File: src/rtl/core/binary_max_heap_queue_defines.svh
// Assertion macros for the binary max-heap priority queue.
// Included by RTL files that carry concurrent checks; needs clk and rst_n in scope.
`ifndef BINARY_MAX_HEAP_QUEUE_DEFINES_SVH
`define BINARY_MAX_HEAP_QUEUE_DEFINES_SVH

// Same-cycle implication, disabled during reset.
`define BMHQ_ASSERT(lbl, ante, cons, msg) \
  lbl: assert property (@(posedge clk) disable iff (!rst_n) (ante) |-> (cons)) \
    else $error(msg);

// Next-cycle implication, disabled during reset.
`define BMHQ_ASSERT_NEXT(lbl, ante, cons, msg) \
  lbl: assert property (@(posedge clk) disable iff (!rst_n) (ante) |=> (cons)) \
    else $error(msg);

`endif

File: src/rtl/core/bmhq_pkg.sv
// Shared types and constants for the binary max-heap priority queue.
// No dependencies; used by bmhq_seq and binary_max_heap_queue.
package bmhq_pkg;

  localparam int VALUE_W     = 32;
  localparam int SWAP_W      = 3;
  localparam int TOTAL_W     = 7;
  localparam int IN_TDATA_W  = 32;
  localparam int OUT_TDATA_W = 48;

  typedef enum logic {
    CMD_INSERT = 1'b0,
    CMD_REMOVE = 1'b1
  } cmd_t;

  typedef enum logic [1:0] {
    ST_DONE  = 2'd0,
    ST_FULL  = 2'd1,
    ST_EMPTY = 2'd2
  } status_t;

  typedef struct packed {
    cmd_t                       command;
    logic signed [VALUE_W-1:0]  value;
  } req_t;

  typedef struct packed {
    logic [SWAP_W-1:0]          swap_count;
    status_t                    status;
    logic signed [VALUE_W-1:0]  top_value;
    logic [TOTAL_W-1:0]         entry_total;
  } res_t;

  typedef struct packed {
    logic idle;
    logic done;
    res_t res;
  } seq_rsp_t;

endpackage

File: src/rtl/core/bmhq_ram.sv
// Generic single-write, single-read RAM with registered read data.
// No dependencies.
module bmhq_ram #(
  parameter int WIDTH = 32,
  parameter int DEPTH = 64
) (
  input  logic                     clk,
  input  logic                     we,
  input  logic [$clog2(DEPTH)-1:0] waddr,
  input  logic [WIDTH-1:0]         wdata,
  input  logic [$clog2(DEPTH)-1:0] raddr,
  output logic [WIDTH-1:0]         rdata
);

  logic [WIDTH-1:0] mem [DEPTH];
  logic [WIDTH-1:0] rdata_r;

  always_ff @(posedge clk) begin
    if (we) begin
      mem[waddr] <= wdata;
    end
    rdata_r <= mem[raddr];
  end

  assign rdata = rdata_r;

endmodule

File: src/rtl/core/bmhq_seq.sv
// Heap sequencer: sift-up / sift-down over the heap RAM with one shared comparator.
// Depends on bmhq_pkg, bmhq_ram and binary_max_heap_queue_defines.svh.
`include "binary_max_heap_queue_defines.svh"

module bmhq_seq #(
  parameter int CAPACITY   = 64,
  parameter int DATA_WIDTH = 32
) (
  input  logic               clk,
  input  logic               rst_n,
  input  logic               start,
  input  bmhq_pkg::req_t     req,
  input  logic               out_free,
  output bmhq_pkg::seq_rsp_t rsp
);

  localparam int AW = $clog2(CAPACITY);
  localparam int IW = $clog2(CAPACITY + 1);

  typedef enum logic [3:0] {
    S_IDLE,
    S_UP_RD,
    S_UP_CMP,
    S_RM_LAST,
    S_DN_RL,
    S_DN_CL,
    S_DN_CR,
    S_DONE
  } state_t;

  state_t                         state_r, state_nxt;
  logic [IW-1:0]                  cnt_r, cnt_nxt;
  logic [IW-1:0]                  node_r, node_nxt;
  logic [IW-1:0]                  child_r, child_nxt;
  logic [IW-1:0]                  best_r, best_nxt;
  logic                           rok_r, rok_nxt;
  logic signed [DATA_WIDTH-1:0]   v_r, v_nxt;
  logic signed [DATA_WIDTH-1:0]   cand_r, cand_nxt;
  logic signed [DATA_WIDTH-1:0]   top_r, top_nxt;
  logic [bmhq_pkg::SWAP_W-1:0]    swap_r, swap_nxt;
  bmhq_pkg::status_t              status_r, status_nxt;

  logic                           ram_we;
  logic [AW-1:0]                  ram_waddr, ram_raddr;
  logic [DATA_WIDTH-1:0]          ram_wdata, ram_rdata;

  logic [DATA_WIDTH-1:0]          cmp_a, cmp_b;
  logic                           cmp_gt;
  logic [IW:0]                    lchild_w, cnt_ext, rchild_w;
  logic                           take_r;
  logic [IW-1:0]                  best_idx;
  logic [DATA_WIDTH-1:0]          best_val;

  bmhq_ram #(
    .WIDTH (DATA_WIDTH),
    .DEPTH (CAPACITY)
  ) u_ram (
    .clk   (clk),
    .we    (ram_we),
    .waddr (ram_waddr),
    .wdata (ram_wdata),
    .raddr (ram_raddr),
    .rdata (ram_rdata)
  );

  // Shared signed comparator: cmp_gt = a > b.
  always_comb begin
    case (state_r)
      S_DN_CL: begin
        cmp_a = ram_rdata;
        cmp_b = v_r;
      end
      S_DN_CR: begin
        cmp_a = ram_rdata;
        cmp_b = cand_r;
      end
      default: begin
        cmp_a = v_r;
        cmp_b = ram_rdata;
      end
    endcase
  end

  assign cmp_gt = $signed(cmp_a) > $signed(cmp_b);

  assign lchild_w = {node_r, 1'b0};
  assign cnt_ext  = {1'b0, cnt_r};
  assign rchild_w = {1'b0, child_r} + 1'b1;
  assign take_r   = rok_r && cmp_gt;
  assign best_idx = take_r ? IW'(rchild_w) : best_r;
  assign best_val = take_r ? ram_rdata : cand_r;

  always_comb begin
    state_nxt  = state_r;
    cnt_nxt    = cnt_r;
    node_nxt   = node_r;
    child_nxt  = child_r;
    best_nxt   = best_r;
    rok_nxt    = rok_r;
    v_nxt      = v_r;
    cand_nxt   = cand_r;
    swap_nxt   = swap_r;
    status_nxt = status_r;
    ram_we     = 1'b0;
    ram_waddr  = AW'(node_r - 1'b1);
    ram_wdata  = v_r;
    ram_raddr  = '0;

    case (state_r)
      S_IDLE: begin
        if (start) begin
          swap_nxt   = '0;
          status_nxt = bmhq_pkg::ST_DONE;
          v_nxt      = DATA_WIDTH'(req.value);
          if (req.command == bmhq_pkg::CMD_INSERT) begin
            if (cnt_r == IW'(CAPACITY)) begin
              status_nxt = bmhq_pkg::ST_FULL;
              state_nxt  = S_DONE;
            end else begin
              cnt_nxt   = cnt_r + 1'b1;
              node_nxt  = cnt_r + 1'b1;
              state_nxt = S_UP_RD;
            end
          end else begin
            if (cnt_r == '0) begin
              status_nxt = bmhq_pkg::ST_EMPTY;
              state_nxt  = S_DONE;
            end else begin
              ram_raddr = AW'(cnt_r - 1'b1);
              state_nxt = S_RM_LAST;
            end
          end
        end
      end
      S_UP_RD: begin
        if (node_r == IW'(1)) begin
          ram_we    = 1'b1;
          state_nxt = S_DONE;
        end else begin
          ram_raddr = AW'((node_r >> 1) - 1'b1);
          state_nxt = S_UP_CMP;
        end
      end
      S_UP_CMP: begin
        ram_we = 1'b1;
        if (cmp_gt) begin
          // parent moves down into the hole
          ram_wdata = ram_rdata;
          node_nxt  = node_r >> 1;
          swap_nxt  = swap_r + 1'b1;
          state_nxt = S_UP_RD;
        end else begin
          state_nxt = S_DONE;
        end
      end
      S_RM_LAST: begin
        v_nxt     = ram_rdata;
        cnt_nxt   = cnt_r - 1'b1;
        node_nxt  = IW'(1);
        state_nxt = (cnt_r == IW'(1)) ? S_DONE : S_DN_RL;
      end
      S_DN_RL: begin
        if (lchild_w > cnt_ext) begin
          ram_we    = 1'b1;
          state_nxt = S_DONE;
        end else begin
          ram_raddr = AW'(lchild_w - 1'b1);
          child_nxt = IW'(lchild_w);
          state_nxt = S_DN_CL;
        end
      end
      S_DN_CL: begin
        if (cmp_gt) begin
          cand_nxt = ram_rdata;
          best_nxt = child_r;
        end else begin
          cand_nxt = v_r;
          best_nxt = node_r;
        end
        rok_nxt   = rchild_w <= cnt_ext;
        ram_raddr = AW'(child_r);
        state_nxt = S_DN_CR;
      end
      S_DN_CR: begin
        ram_we = 1'b1;
        if (best_idx == node_r) begin
          state_nxt = S_DONE;
        end else begin
          ram_wdata = best_val;
          node_nxt  = best_idx;
          state_nxt = S_DN_RL;
        end
      end
      S_DONE: begin
        if (out_free) begin
          state_nxt = S_IDLE;
        end
      end
      default: begin
        state_nxt = S_IDLE;
      end
    endcase
  end

  // Root value tracked from writes to slot 1.
  assign top_nxt = (ram_we && ram_waddr == '0) ? ram_wdata : top_r;

  always_ff @(posedge clk) begin
    if (!rst_n) begin
      state_r <= S_IDLE;
      cnt_r   <= '0;
    end else begin
      state_r <= state_nxt;
      cnt_r   <= cnt_nxt;
    end
    node_r   <= node_nxt;
    child_r  <= child_nxt;
    best_r   <= best_nxt;
    rok_r    <= rok_nxt;
    v_r      <= v_nxt;
    cand_r   <= cand_nxt;
    top_r    <= top_nxt;
    swap_r   <= swap_nxt;
    status_r <= status_nxt;
  end

  assign rsp.idle               = (state_r == S_IDLE);
  assign rsp.done               = (state_r == S_DONE);
  assign rsp.res.swap_count     = swap_r;
  assign rsp.res.status         = status_r;
  assign rsp.res.top_value      = (cnt_r == '0) ? '0 : bmhq_pkg::VALUE_W'(top_r);
  assign rsp.res.entry_total    = bmhq_pkg::TOTAL_W'(cnt_r);

  `BMHQ_ASSERT(a_cnt_cap, 1'b1, cnt_r <= IW'(CAPACITY), "entry count above capacity")
  `BMHQ_ASSERT(a_cnt_step, cnt_r != $past(cnt_r), (cnt_r == $past(cnt_r) + 1'b1) || (cnt_r + 1'b1 == $past(cnt_r)), "entry count moved by more than one")
  `BMHQ_ASSERT(a_we_state, ram_we, (state_r == S_UP_RD) || (state_r == S_UP_CMP) || (state_r == S_DN_RL) || (state_r == S_DN_CR), "heap write outside sift")
  `BMHQ_ASSERT(a_node_rng, (state_r == S_UP_CMP) || (state_r == S_DN_CR), (node_r != '0) && (node_r <= cnt_r), "sift node out of range")
  `BMHQ_ASSERT_NEXT(a_done_hold, (state_r == S_DONE) && !out_free, state_r == S_DONE, "result dropped while output busy")

endmodule

File: src/rtl/core/binary_max_heap_queue.sv
// Binary max-heap priority queue, one result transaction per command.
// Only one command is in flight; a new command is accepted once the sequencer is idle again.
// in_tready is high only while the sequencer is idle; a result waiting in the output
// register does not block the next command until that command finishes.
// Reset (rst_n low, synchronous) empties the queue; heap RAM contents are not cleared.
module binary_max_heap_queue #(
  parameter int CAPACITY   = 64,
  parameter int DATA_WIDTH = 32
) (
  input  logic                                clk,
  input  logic                                rst_n,
  input  logic                                in_tvalid,
  output logic                                in_tready,
  input  logic [bmhq_pkg::IN_TDATA_W-1:0]     in_tdata,   // [31:0] value
  input  logic                                in_tuser,   // [0] command
  output logic                                out_tvalid,
  input  logic                                out_tready,
  output logic [bmhq_pkg::OUT_TDATA_W-1:0]    out_tdata,  // [2:0] swap_count, [34:3] top_value,
                                                          // [41:35] entry_total, [47:42] zero
  output logic [1:0]                          out_tuser   // [1:0] status
);

  bmhq_pkg::req_t     req;
  bmhq_pkg::seq_rsp_t rsp;
  bmhq_pkg::res_t     out_res_r;
  logic               out_tvalid_r;
  logic               out_free;
  logic               start;

  assign in_tready = rsp.idle;
  assign start     = in_tvalid && in_tready;
  assign out_free  = !out_tvalid_r || out_tready;

  assign req.command = bmhq_pkg::cmd_t'(in_tuser);
  assign req.value   = in_tdata;

  bmhq_seq #(
    .CAPACITY   (CAPACITY),
    .DATA_WIDTH (DATA_WIDTH)
  ) u_seq (
    .clk      (clk),
    .rst_n    (rst_n),
    .start    (start),
    .req      (req),
    .out_free (out_free),
    .rsp      (rsp)
  );

  always_ff @(posedge clk) begin
    if (!rst_n) begin
      out_tvalid_r <= 1'b0;
    end else if (rsp.done && out_free) begin
      out_tvalid_r <= 1'b1;
    end else if (out_tready) begin
      out_tvalid_r <= 1'b0;
    end
    if (rsp.done && out_free) begin
      out_res_r <= rsp.res;
    end
  end

  assign out_tvalid = out_tvalid_r;
  assign out_tdata  = {6'b0, out_res_r.entry_total, out_res_r.top_value,
                       out_res_r.swap_count};
  assign out_tuser  = out_res_r.status;

endmodule
File: config.mk
export PLATFORM = sky130hd
export DESIGN_NAME = binary_max_heap_queue
export DESIGN_NICKNAME = d
export VERILOG_FILES = /design/src/rtl/core/bmhq_pkg.sv /design/src/rtl/core/bmhq_ram.sv /design/src/rtl/core/bmhq_seq.sv /design/src/rtl/core/binary_max_heap_queue.sv
export VERILOG_INCLUDE_DIRS = /design/src /design/src/rtl/core
export SDC_FILE = /design/constraint.sdc
export NUM_CORES = 2
export LEC_CHECK = 0
export BUFFER_PORTS_ARGS = -buffer_cell sky130_fd_sc_hd__buf_2
export CAP_MARGIN = 10
export CORE_MARGIN = 2
export CORE_UTILIZATION = 46
export DETAILED_ROUTE_END_ITERATION = 10
export PLACE_DENSITY = 0.59
export SYNTH_ARGS = -nofsm -noshare
export SYNTH_HDL_FRONTEND = slang
export SYNTH_SLANG_ARGS = --single-unit
File: constraint.sdc
create_clock -name clk -period 8.31 [get_ports clk]
set_clock_uncertainty 0.1 [all_clocks]
set_input_delay 1.2465 -clock clk [delete_from_list [all_inputs] [get_ports clk]]
set_output_delay 1.2465 -clock clk [all_outputs]
set_load 0.01 [all_outputs]
==> run_results.csv <==
group,metric,value,unit
die,die_x,448,um
grt,grt_usage,0.291,
setup_path,crit_path_end_kind,"register",
layout,final_layout_size_suffix_gt1_frac,0.157,
grt,grt_antenna_before_repair,25,
placement,dpl.cell_count,8400,
placement,portBuffers,82,
yosys,avgSynthCellArea,15.5,um^2
timing,fin_ws,1.51,ns
yosys,synthArstFlopShare,0,
setup_path,r2r_slack,1.51,ns
yosys,ys_seq_area_frac,0.743,
placement,place_congestion,0.902,
clock_network,cts_buffers,222,
yosys,synth.distinct_cells,73,
power,leakagePower,33.9,nW
detailed_routing,firstDrtPassIters,6,
setup_path,cp_max_fo,40,
detailed_routing,num_vias,56100,
die,io_pins,89,
clock_network,cts_buffer_depth,3,
detailed_routing,wl_per_cell,33.5,um
power,power-per-cell-area,435,mW/mm^2
yosys,syn_inst,5844,
clock_network,h-tree-depth,4,
timing,setup_violations,0,
die,core-area,0.195,mm^2
grt,grt_overflow_total,0,
detailed_routing,drt-vias-per-instance,6.36,
clock_network,insertion_delay,0.88,ns
layout,mostFrequentLayoutCell,"edfxtp_1",
yosys,ys.flop_type,"edfxtp_1",
timing,slew_headroom,0.138,
timing,hold_viol,0,
grt,grt_start_max_net_pins,117,
clock_network,root_buffer,"clkbuf_16",
yosys,synth_seq_cells,2257,
detailed_routing,drtAntennaViolNets,0,
job,max_cap_viol_count,0,
power,vdd_drop_max,506,uV
detailed_routing,drc,0,
detailed_routing,drt-initial-drc-count,8610,
timing,fin_crit,6.80,ns
layout,area_delta_synth_final,13.1,%
setup_path,crit_arrival,7.29,ns
die,start_util,0.464,
yosys,synth_top_area_share,0.734,
layout,finalNonFillerCells,8815,
yosys,syn-cell-area,0.0906,mm^2
setup_path,start_kind,"register",
timing,fmax,0.147,GHz
timing,drv_slew,0,
layout,finish.utilization,0.524,
setup_path,worstSetupPathType,"reg2reg",
detailed_routing,totalWireLength,295000,um
timing,period_share,0.819,
timing,rsz0062_at_grt,"false",
layout,layout_common_cells,"2214 x edfxtp_1, 1173 x nand2_1, 284 x mux2i_1",
hold_path,min_path_type,"reg2reg",
die,die_area,0.201,mm^2
timing,final.setup.tns,0,ns
clock_network,cts_tree,"yes",
yosys,synth_area_leader_cell,"edfxtp_1",
placement,dp_slack,1.71,ns
grt,grt_pass1_vias,52000,
layout,layout.nets,6091,
grt,grt_pass1_wl,408000,um
clock_network,hold_buffers,0,
setup_path,worstPathRequired,8.80,ns
clock_network,cts_setup_buffers,0,
clock_network,clock_sinks,2257,
power,power.total,44.6,mW
run_status,outcome,"finished, final reports clean",
yosys,synth_edf_count,2214,
yosys,ys.warnings.count,0,
clock_network,path_clk_slew,0.06,ns
clock_network,cts_resized,0,
yosys,yosys-top-cells-area,"edfxtp_1 73%, nand2_1 4.9%, mux4_2 3.6%",
die,die_h,448,um
die,rows,162,
timing,worst_slew_pin_slew,1.29,ns
placement,dp_hpwl,158000,um
[final timing paths]
kind,from,to,cells after the start
min reg2reg,u_seq.status_r[1]$_SDFFCE_PN0P_,out_tuser[1]$_DFFE_PP_,0
min,u_seq.status_r[1]$_SDFFCE_PN0P_,out_tuser[1]$_DFFE_PP_,0
max,u_seq.state_r[0]$_SDFFE_PN0P_,u_seq.u_ram.mem[27][15]$_DFFE_PP_,18
max reg2reg,u_seq.state_r[0]$_SDFFE_PN0P_,u_seq.u_ram.mem[27][15]$_DFFE_PP_,18
[metrics by stage]
| stage | hold WS [ns] | cell area (um^2) |
|---|---|---|
| 2_1_floorplan | 0.300 | 90600 |
| 3_5_place_dp | 0.309 | 95100 |
| 6_report | 0.332 | 102000 |
| 4_1_cts | 0.326 | 102000 |
| 5_1_grt | 0.343 | 102000 |
| 3_3_place_gp | 0.305 | 95100 |
[sequential cells by signal, indices dropped and copies added, names as in the netlist]
signal,count
u_seq.u_ram.rdata,32
out_tvalid,1
u_seq.node_r,7
out_tuser,2
u_seq.status_r,2
u_seq.swap_r,3
u_seq.child_r,6
out_tdata,42
u_seq.u_ram.mem,2048
u_seq.cnt_r,7
u_seq.state_r,3
u_seq.v_r,32
u_seq.cand_r,32
u_seq.top_r,32
u_seq.rok_r,1
u_seq.best_r,7
[logic make-up (layout without fill, tap and decap cells)]
kind of cell | count (synthesis) | count (layout) | share of synthesized area
mux | 497 | 497 | 0.0758
simple gates | 1728 | 1728 | 0.0801
fa+ha+maj | 52 | 52 | 0.00718
other cells | 1 | 7 | 0.0000414
flops | 2257 | 2257 | 0.743
compound gates | 882 | 882 | 0.0692
buf+inv | 391 | 732 | 0.0210
xor+xnor | 36 | 36 | 0.00348
[area by class of cell]
cell class / count / area, um^2
fillers: 15900 / 92900
flip-flops and latches: 2257 / 67300
multi-input cells: 3201 / 22100
clock buffers: 289 / 5930
well taps: 2624 / 3280
repair buffers: 302 / 2340
clock inverters: 123 / 1370
inverters: 18 / 67.6
diodes: 1 / 2.50
[synth_stat cells, drive strengths merged, types with 29 or more instances]
cell type	number
edfxtp	2214
nand2	1177
mux2i	285
a21oi	276
nand3	262
clkbuf	198
buf	175
a32oi	155
mux4	145
nor2	116
a31oi	99
mux2	67
o21ai	57
ha	52
a211oi	48
dfxtp	43
and2	42
a221oi	38
nor3	37
and3	36
a2111oi	33
o221a	33
o221ai	33
a22o	32
a31o	29
[critical path, cell delays in order (launching register included)]
cell and delay, ns:
dfxtp_1 0.64, nor2b_1 0.10, buf_4 0.20, and2_2 0.23
nor2_4 0.50, buf_4 0.32, mux2_2 0.35, ha_1 0.31
nand4_1 0.16, nor4_1 0.52, nor2_1 0.08, a31oi_1 0.19
o21ai_0 0.26, a21oi_4 0.27, buf_4 0.65, mux2i_1 0.16
nand3_1 0.11, o221a_2 0.69, buf_4 0.54
[power by group]
group	internal [mW]	leakage [nW]	total [mW]	switching [mW]
combinational	5.15	10.1	18.2	13.0
sequential	15.7	20.3	16.3	0.556
clock	5.77	3.55	10.1	4.36
total	26.6	33.9	44.6	17.9
[per-layer routing]
layer  GRT usage  routed length (um)  vias up
li1            -                   -    23000
met1       0.421              117000    29100
met2       0.437              132000     3505
met3      0.0575               33700      507
met4       0.110               11900       10
met5           0                  85        -
(Power assumes the default switching activity.)
